### config.mk
export PLATFORM = sky130hd
export DESIGN_NAME = multi_servo_linear_ramp
export DESIGN_NICKNAME = d
export VERILOG_FILES = /design/src/msr_pkg.sv /design/src/msr_ram.sv /design/src/msr_div.sv /design/src/multi_servo_linear_ramp.sv
export SDC_FILE = /design/constraint.sdc
export NUM_CORES = 2
export LEC_CHECK = 0
export ABC_AREA = 1
export BUFFER_PORTS_ARGS = -buffer_cell sky130_fd_sc_hd__buf_2
export CAP_MARGIN = 5
export CORE_ASPECT_RATIO = 1.75
export CORE_MARGIN = 2
export CORE_UTILIZATION = 45
export DETAILED_ROUTE_END_ITERATION = 6
export GPL_TIMING_DRIVEN = 0
export HOLD_SLACK_MARGIN = 0.05
export PLACE_DENSITY = 0.59
export RECOVER_POWER = 100
export SLEW_MARGIN = 20
export SYNTH_ARGS = -nofsm -noshare
export SYNTH_HDL_FRONTEND = slang
export SYNTH_HIERARCHICAL = 1
export SYNTH_SLANG_ARGS = --single-unit
### constraint.sdc
create_clock -name i_clk -period 5.8 [get_ports i_clk]
set_clock_uncertainty 0.1 [all_clocks]
set_input_delay 0.58 -clock i_clk [delete_from_list [all_inputs] [get_ports i_clk]]
set_output_delay 0.58 -clock i_clk [all_outputs]
set_load 0.03 [all_outputs]
### src/msr_pkg.sv
// ----------------------------------------------------------------------------
// msr_pkg
// Types and constants shared by the multi-channel servo ramp block.
// ----------------------------------------------------------------------------
package msr_pkg;

    localparam int ANGLE_W = 16;
    localparam int TIME_W  = 32;
    localparam int DUR_W   = 16;
    localparam int IDXF_W  = 4;
    localparam int PROD_W  = 32;

    localparam logic OP_TICK = 1'b0;
    localparam logic OP_SET  = 1'b1;

    typedef struct packed {
        logic                       opcode;
        logic [IDXF_W-1:0]          servo_index;
        logic signed [ANGLE_W-1:0]  target_angle;
        logic [DUR_W-1:0]           move_duration_ms;
        logic [TIME_W-1:0]          now_ms;
    } t_cmd;

    typedef struct packed {
        logic [IDXF_W-1:0]          out_servo_index;
        logic signed [ANGLE_W-1:0]  out_angle;
        logic                       move_finished;
        logic                       last_of_run;
    } t_result;

    typedef struct packed {
        logic signed [ANGLE_W-1:0]  start_angle;
        logic signed [ANGLE_W-1:0]  goal_angle;
        logic [TIME_W-1:0]          start_time;
        logic [DUR_W-1:0]           duration;
    } t_move;

    typedef enum logic [2:0] {
        S_IDLE,
        S_SET,
        S_SCAN,
        S_LOAD,
        S_MUL,
        S_DIV
    } t_state;

endpackage

### src/msr_ram.sv
// ----------------------------------------------------------------------------
// msr_ram
// Generic single-clock RAM, one write port, one read port, registered read.
// ----------------------------------------------------------------------------
module msr_ram #(
    parameter int WIDTH = 16,
    parameter int DEPTH = 16
) (
    input  logic                                        i_clk,
    input  logic                                        i_we,
    input  logic [((DEPTH > 1) ? $clog2(DEPTH) : 1)-1:0] i_waddr,
    input  logic [WIDTH-1:0]                            i_wdata,
    input  logic [((DEPTH > 1) ? $clog2(DEPTH) : 1)-1:0] i_raddr,
    output logic [WIDTH-1:0]                            o_rdata
);

    logic [WIDTH-1:0] r_mem [DEPTH];
    logic [WIDTH-1:0] r_rdata;

    always_ff @(posedge i_clk) begin
        if (i_we) begin
            r_mem[i_waddr] <= i_wdata;
        end
        r_rdata <= r_mem[i_raddr];
    end

    assign o_rdata = r_rdata;

endmodule

### src/msr_div.sv
// ----------------------------------------------------------------------------
// msr_div
// Unsigned restoring divider, one quotient bit per cycle.
// ----------------------------------------------------------------------------
module msr_div
    import msr_pkg::*;
(
    input  logic              i_clk,
    input  logic              i_rst_n,
    input  logic              i_start,
    input  logic [PROD_W-1:0] i_dividend,
    input  logic [DUR_W-1:0]  i_divisor,
    output logic              o_done,
    output logic [PROD_W-1:0] o_quotient
);

    localparam int CNT_W = $clog2(PROD_W);

    logic              r_busy;
    logic              r_done;
    logic [CNT_W-1:0]  r_cnt;
    logic [DUR_W-1:0]  r_rem;
    logic [DUR_W-1:0]  r_div;
    logic [PROD_W-1:0] r_quo;

    logic [DUR_W:0]    rem_sh;
    logic              ge;
    logic [DUR_W:0]    rem_sub;

    always_comb begin
        rem_sh  = {r_rem, r_quo[PROD_W-1]};
        ge      = (rem_sh >= {1'b0, r_div});
        rem_sub = rem_sh - {1'b0, r_div};
    end

    always_ff @(posedge i_clk) begin
        if (!i_rst_n) begin
            r_busy <= 1'b0;
            r_done <= 1'b0;
            r_cnt  <= '0;
        end else begin
            r_done <= 1'b0;
            if (i_start) begin
                r_busy <= 1'b1;
                r_cnt  <= CNT_W'(PROD_W - 1);
            end else if (r_busy) begin
                r_cnt <= r_cnt - 1'b1;
                if (r_cnt == '0) begin
                    r_busy <= 1'b0;
                    r_done <= 1'b1;
                end
            end
        end
    end

    always_ff @(posedge i_clk) begin
        if (i_start) begin
            r_rem <= '0;
            r_div <= i_divisor;
            r_quo <= i_dividend;
        end else if (r_busy) begin
            r_rem <= ge ? rem_sub[DUR_W-1:0] : rem_sh[DUR_W-1:0];
            r_quo <= {r_quo[PROD_W-2:0], ge};
        end
    end

    assign o_done     = r_done;
    assign o_quotient = r_quo;

endmodule

### src/multi_servo_linear_ramp.sv
// ----------------------------------------------------------------------------
// multi_servo_linear_ramp
// Linear angle ramps for up to NUM_SERVOS servo channels.
// Set-target: busy for the set state only; a result (only for a zero duration)
//   is registered out after it, and a new transaction can then be accepted.
// Tick: channels swept in index order; an idle channel is only scanned, a
//   finished one scanned and loaded, an interpolating one scanned, loaded,
//   multiplied and divided (serial divider); each result follows its channel
//   in the next cycle. No backpressure on results. Synchronous reset: all
//   channels inactive, angles read as zero, command acceptance enabled.
// ----------------------------------------------------------------------------
module multi_servo_linear_ramp
    import msr_pkg::*;
#(
    parameter int NUM_SERVOS = 16
) (
    input  logic    i_clk,
    input  logic    i_rst_n,
    input  logic    i_start,
    output logic    o_busy,
    input  t_cmd    i_cmd,
    output logic    o_strobe,
    output t_result o_result,
    input  logic    i_cfg_we,
    input  logic    i_cfg_wdata
);

    localparam int IDX_W  = (NUM_SERVOS > 1) ? $clog2(NUM_SERVOS) : 1;
    localparam int MOVE_W = $bits(t_move);

    t_state r_state, n_state;

    logic                      r_enable;
    logic [NUM_SERVOS-1:0]     r_active;
    logic [NUM_SERVOS-1:0]     r_cur_vld;
    logic [IDX_W-1:0]          r_ptr;
    logic [TIME_W-1:0]         r_now;
    logic signed [ANGLE_W-1:0] r_target;
    logic [DUR_W-1:0]          r_dur;
    logic signed [ANGLE_W-1:0] r_base;
    logic                      r_neg;
    logic [DUR_W-1:0]          r_mag;
    logic [DUR_W-1:0]          r_elapsed;
    logic                      r_strobe;
    t_result                   r_result;

    logic                      cur_we;
    logic [ANGLE_W-1:0]        cur_wdata;
    logic [IDX_W-1:0]          cur_raddr;
    logic [ANGLE_W-1:0]        cur_rdata;
    logic                      mv_we;
    t_move                     mv_wr;
    logic [MOVE_W-1:0]         mv_rdata;
    t_move                     mv_rd;

    logic                      div_start;
    logic                      div_done;
    logic [PROD_W-1:0]         div_quo;
    logic [PROD_W-1:0]         product;

    logic                      accept;
    logic                      in_range;
    logic                      at_end;
    logic                      ptr_act;
    logic                      last;
    logic [TIME_W-1:0]         elapsed;
    logic                      fin;
    logic signed [ANGLE_W:0]   diff;
    logic [ANGLE_W:0]          diff_mag;
    logic signed [ANGLE_W-1:0] cur_val;
    logic [ANGLE_W-1:0]        q16;
    logic signed [ANGLE_W-1:0] interp;

    logic                      emit;
    t_result                   emit_res;
    logic                      set_act;
    logic                      clr_act;
    logic                      step;

    msr_ram #(.WIDTH(ANGLE_W), .DEPTH(NUM_SERVOS)) u_cur_ram (
        .i_clk   (i_clk),
        .i_we    (cur_we),
        .i_waddr (r_ptr),
        .i_wdata (cur_wdata),
        .i_raddr (cur_raddr),
        .o_rdata (cur_rdata)
    );

    msr_ram #(.WIDTH(MOVE_W), .DEPTH(NUM_SERVOS)) u_move_ram (
        .i_clk   (i_clk),
        .i_we    (mv_we),
        .i_waddr (r_ptr),
        .i_wdata (mv_wr),
        .i_raddr (r_ptr),
        .o_rdata (mv_rdata)
    );

    assign product = PROD_W'(r_mag) * PROD_W'(r_elapsed);

    msr_div u_div (
        .i_clk      (i_clk),
        .i_rst_n    (i_rst_n),
        .i_start    (div_start),
        .i_dividend (product),
        .i_divisor  (r_dur),
        .o_done     (div_done),
        .o_quotient (div_quo)
    );

    always_comb begin
        accept    = i_start && (r_state == S_IDLE) && r_enable;
        in_range  = 32'(i_cmd.servo_index) < NUM_SERVOS;
        cur_raddr = i_cmd.servo_index[IDX_W-1:0];
        at_end    = (r_ptr == IDX_W'(NUM_SERVOS - 1));
        ptr_act   = r_active[r_ptr];
        mv_rd     = t_move'(mv_rdata);
        elapsed   = r_now - mv_rd.start_time;
        fin       = (elapsed >= TIME_W'(mv_rd.duration));
        diff      = (ANGLE_W+1)'(mv_rd.goal_angle) - (ANGLE_W+1)'(mv_rd.start_angle);
        diff_mag  = diff[ANGLE_W] ? (ANGLE_W+1)'(-diff) : diff;
        cur_val   = r_cur_vld[r_ptr] ? cur_rdata : '0;
        q16       = div_quo[ANGLE_W-1:0];
        interp    = r_neg ? (r_base - q16) : (r_base + q16);
        last      = 1'b1;
        for (int j = 0; j < NUM_SERVOS; j++) begin
            if (j > 32'(r_ptr) && r_active[j]) begin
                last = 1'b0;
            end
        end
    end

    // next state
    always_comb begin
        n_state = r_state;
        unique case (r_state)
            S_IDLE: begin
                if (accept) begin
                    if (i_cmd.opcode == OP_SET) begin
                        n_state = in_range ? S_SET : S_IDLE;
                    end else begin
                        n_state = S_SCAN;
                    end
                end
            end
            S_SET: n_state = S_IDLE;
            S_SCAN: begin
                if (ptr_act) begin
                    n_state = S_LOAD;
                end else if (at_end) begin
                    n_state = S_IDLE;
                end
            end
            S_LOAD: begin
                if (fin) begin
                    n_state = at_end ? S_IDLE : S_SCAN;
                end else begin
                    n_state = S_MUL;
                end
            end
            S_MUL: n_state = S_DIV;
            S_DIV: begin
                if (div_done) begin
                    n_state = at_end ? S_IDLE : S_SCAN;
                end
            end
            default: n_state = S_IDLE;
        endcase
    end

    // outputs
    always_comb begin
        cur_we    = 1'b0;
        cur_wdata = '0;
        mv_we     = 1'b0;
        mv_wr     = '0;
        div_start = 1'b0;
        emit      = 1'b0;
        emit_res  = '0;
        set_act   = 1'b0;
        clr_act   = 1'b0;
        step      = 1'b0;
        unique case (r_state)
            S_IDLE: ;
            S_SET: begin
                if (r_dur == '0) begin
                    cur_we    = 1'b1;
                    cur_wdata = r_target;
                    clr_act   = 1'b1;
                    emit      = 1'b1;
                    emit_res  = '{IDXF_W'(r_ptr), r_target, 1'b1, 1'b1};
                end else begin
                    mv_we   = 1'b1;
                    mv_wr   = '{cur_val, r_target, r_now, r_dur};
                    set_act = 1'b1;
                end
            end
            S_SCAN: step = !ptr_act;
            S_LOAD: begin
                if (fin) begin
                    cur_we    = 1'b1;
                    cur_wdata = mv_rd.goal_angle;
                    clr_act   = 1'b1;
                    emit      = 1'b1;
                    emit_res  = '{IDXF_W'(r_ptr), mv_rd.goal_angle, 1'b1, last};
                    step      = 1'b1;
                end
            end
            S_MUL: div_start = 1'b1;
            S_DIV: begin
                if (div_done) begin
                    cur_we    = 1'b1;
                    cur_wdata = interp;
                    emit      = 1'b1;
                    emit_res  = '{IDXF_W'(r_ptr), interp, 1'b0, last};
                    step      = 1'b1;
                end
            end
            default: ;
        endcase
    end

    always_ff @(posedge i_clk) begin
        if (!i_rst_n) begin
            r_state   <= S_IDLE;
            r_enable  <= 1'b1;
            r_active  <= '0;
            r_cur_vld <= '0;
            r_strobe  <= 1'b0;
            r_ptr     <= '0;
        end else begin
            r_state  <= n_state;
            r_strobe <= emit;
            if (i_cfg_we) begin
                r_enable <= i_cfg_wdata;
            end
            if (set_act) begin
                r_active[r_ptr] <= 1'b1;
            end
            if (clr_act) begin
                r_active[r_ptr] <= 1'b0;
            end
            if (cur_we) begin
                r_cur_vld[r_ptr] <= 1'b1;
            end
            if (accept) begin
                r_ptr <= (i_cmd.opcode == OP_SET) ? cur_raddr : '0;
            end else if (step && !at_end) begin
                r_ptr <= r_ptr + 1'b1;
            end
        end
    end

    always_ff @(posedge i_clk) begin
        if (accept) begin
            r_now    <= i_cmd.now_ms;
            r_target <= i_cmd.target_angle;
            r_dur    <= i_cmd.move_duration_ms;
        end
        if (r_state == S_LOAD) begin
            r_base    <= mv_rd.start_angle;
            r_neg     <= diff[ANGLE_W];
            r_mag     <= diff_mag[DUR_W-1:0];
            r_elapsed <= elapsed[DUR_W-1:0];
            r_dur     <= mv_rd.duration;
        end
        if (emit) begin
            r_result <= emit_res;
        end
    end

    assign o_busy   = (r_state != S_IDLE);
    assign o_strobe = r_strobe;
    assign o_result = r_result;

endmodule
==> metrics <==
status=finished, violations left; failing checks=max-capacitance violations, max-slew violations, negative setup slack; largest net degree at the start of global routing=56; critical setup path kind=reg -> reg; met3 Use GR=0.0347; CP startpoint kind=flop; Placed Instances=roughly 13,000; clk slew on worst S/H paths=approximately 60 ps; wire per inst=approximately 23 um; Synth async-reset ratio=0; worst hold path class=in -> reg; P_leak=between 0.04 and 0.05 uW; CP top delay family=simple AND/OR/NAND/NOR gates; Ys Warns=6; top cells by area, synth=edfxtp_1 56%, nand2_1 12%, inv_1 7.8%; Max VDD drop=547 uV; slowest stage delay, CP=about 870 ps; CP cell instances=ha_1, nand2_1, nand2_1, inv_1, nand2_1, nand2_1, nand2_1, nand2_1, nand2_1, xor2_1, ha_1, a21oi_1, nor2_1, a211oi_4, nand3_1, nor2_1, nand3_1, nor2_1, nand2_4, clkbuf_1, nand3_1, o211ai_1, buf_4, buf_4; H-tree Lvls=4; Bufs and invs on worst path=4; post-synthesis mux area share=0; gpl congestion=between 0.9 and 1; Seq/Total Area, Yosys=0.591; cell taking the most area after synthesis=edfxtp_1; Die Span Y=605 um; fin util=0.516; gr ovfl total=0; min Tclk post-route=approximately 6000 ps; Tot GR Track Use=0.285; RSZ-0062 raised after global routing=true; most used cell, CP=nand2_1; Synth top area share=0.557; DR iter-0 viols=around 6,000; CTS buffer count=180; vias in the first global route=between 60,000 and 70,000; dpl hpwl=around 220 mm; synth cell count leaders=2,908 x nand2_1, 1,921 x inv_1, 1,719 x edfxtp_1, 1,274 x nand3_1, 294 x nor2_1; Yosys reg bits=roughly 1,900; Clock Tree Buf Depth=4; routed wire length=304 mm; Cells after Synth=roughly 9,700; top-count cell post-synth=nand2_1; Max FO, Critical Path=10; Worst EP required=about 6300 ps; final setup margin=-202 ps; Placed Area=roughly 100,000 sq um; initial antenna violation count=12; DIE WIDTH=about 350 um; antenna viol nets, final=0; fill count=approximately 18,000; # rows=220; Slew HR=-0.900; core area=approximately 200,000 sq um; Synth Area in Adders=0.0705; met1 Use GR=0.308; design area=roughly 110,000 sq um; simple-gate share of the synthesized area=0.208; first-pass GRT wire length=approximately 440 mm; Fmax achieved=between 150 and 200 MHz; Slowest cell on crit path=xor2_1; CP arrival=between 6000 and 7000 ps; Avg Inst Size Synth=approximately 9.6 sq um; Net Count, Synth=between 10,000 and 15,000; DR vias=approximately 68,000; number of flops mapped to enable cells by yosys=between 1,500 and 2,000; P&R area growth vs syn=14.1%; post-synthesis xor/xnor area fraction=0.00907; Mapped Area=around 93,000 sq um; GR peak layer=met2; Critical Path End Type=flop; Pre-antenna DRT Iters=6; worst slew pin tran=around 2800 ps; predominant post-synthesis flop cell=edfxtp_1; Clk Tree Root Cell=clkbuf_16; share of cells above drive strength 1=0.0986; final setup vio count=570; via/cell ratio=between 5 and 6; final net count=between 10,000 and 15,000; Yosys cell types=59; IO Count=just under 100; clk_lat worst skew=just under 900 ps; Finished Layout Cells=~13,000; CTS tree=done; final slew viol count=between 200 and 250; period utilisation layout=1.03; Hold Fails Final Rpt=0; met2 Use GR=0.520; drc violations=0; Initial Util=0.452; CTS sink count=1,879; IO Port Bufs=between 90 and 100; Compound-Gate Fraction of Synth Area=0.0200; PwrDens=467 nW/um^2; max-cap check violation count=13; Die ar.=~210,000 sq um; largest family of logic cells by synthesized area=simple AND/OR/NAND/NOR gates
-- final timing paths --
kind | cells past startpoint | from | to | slack (ps)
worst max-delay path | 24 | r_now[2]$_DFFE_PP_ | u_cur_ram/r_mem[3][4]$_DFFE_PP_ | -200
worst min-delay path | 3 | i_cmd[45] | r_dur[13]$_DFFE_PP_ | 110
worst max register to register | 24 | r_now[2]$_DFFE_PP_ | u_cur_ram/r_mem[3][4]$_DFFE_PP_ | -200
worst min register to register | 0 | u_move_ram/o_rdata[70]$_DFF_P_ | r_base[6]$_DFFE_PP_ | 350
-- what timing repair did --
action	CTS	global route
setup buffers	61	32
pin swaps	44	67
endpoints found under the hold margin	57	0
gates resized for setup	181	91
gates cloned	2	1
hold buffers	58	0
setup endpoints to repair	614	229
-- worst register-to-register path: stages, from the launching register on --
cell and delay [ps]:
edfxtp_1 420, ha_1 510, nand2_1 90, nand2_1 120, inv_1 50, nand2_1 160
nand2_1 80, nand2_1 160, nand2_1 70, nand2_1 160, xor2_1 870, ha_1 410
a21oi_1 170, nor2_1 90, a211oi_4 360, nand3_1 160, nor2_1 130, nand3_1 80
nor2_1 190, nand2_4 200, clkbuf_1 290, nand3_1 150, o211ai_1 260, buf_4 280
buf_4 200
-- power by group --
part	switching, uW	internal [uW]
Combinational	14000	7620
Sequential	422	15800
Clock	5200	6380
Total	19600	29800
-- cells in the final DEF, fill, tap and decap left out, types with 160 or more instances in the layout --
cell	n
buf_2	249
clkbuf_1	183
clkbuf_16	187
dfxtp_1	160
edfxtp_1	1719
fa_1	190
ha_1	188
inv_1	1901
nand2_1	2888
nand3_1	1273
nor2_1	260
-- metal layers --
layer,vias up,wire (um)
met1,32700,105000
met4,6,25100
met5,-,48
met2,2766,156000
met3,925,18300
li1,31700,-
-- stage by stage --
stage | total power (uW) | hold WS, ps | setup slack (ps) | setup TNS (ps)
global placement | 33600 | 334 | -5060 | -7055610
global route | 51800 | 99.2 | -364 | -127920
finish | 49400 | 111 | -202 | -58590
CTS | 48100 | 55.5 | -169 | -416
floorplan | 27600 | 308 | -12.4 | -12.4
detailed placement | 33900 | 330 | -1320 | -475710
-- cell type report --
cell class / instances / area [sq um] / area share
diodes: 10 / 25.0 / 0.000236
clock inverters: 82 / 713 / 0.00674
multi-input cells: 5424 / 29400 / 0.277
plain buffers: 400 / 2290 / 0.0216
clock buffers: 235 / 4910 / 0.0464
repair buffers: 369 / 3060 / 0.0290
inverters: 1947 / 7310 / 0.0691
well taps: 2664 / 3330 / 0.0315
flip-flops and latches: 1879 / 54800 / 0.518
-- kinds of logic (layout without fill, tap and decap cells) --
| logic type | after synthesis | in the layout |
|---|---|---|
| compound gates | 316 | 316 |
| xor+xnor | 96 | 96 |
| fa+ha+maj | 404 | 404 |
| buf+inv | 2369 | 3033 |
| flops | 1879 | 1879 |
| other cells | 0 | 10 |
| simple gates | 4608 | 4608 |
-- sequential cells by signal, indices dropped and copies added, names as in the netlist, 22 cells and up, named ones only --
signal and count:
r_now 32, u_div/o_quotient 32, u_move_ram/r_mem 1280, u_move_ram/o_rdata 80, u_cur_ram/r_mem 256, o_result 22
Power figures use the tool's default switching activity.
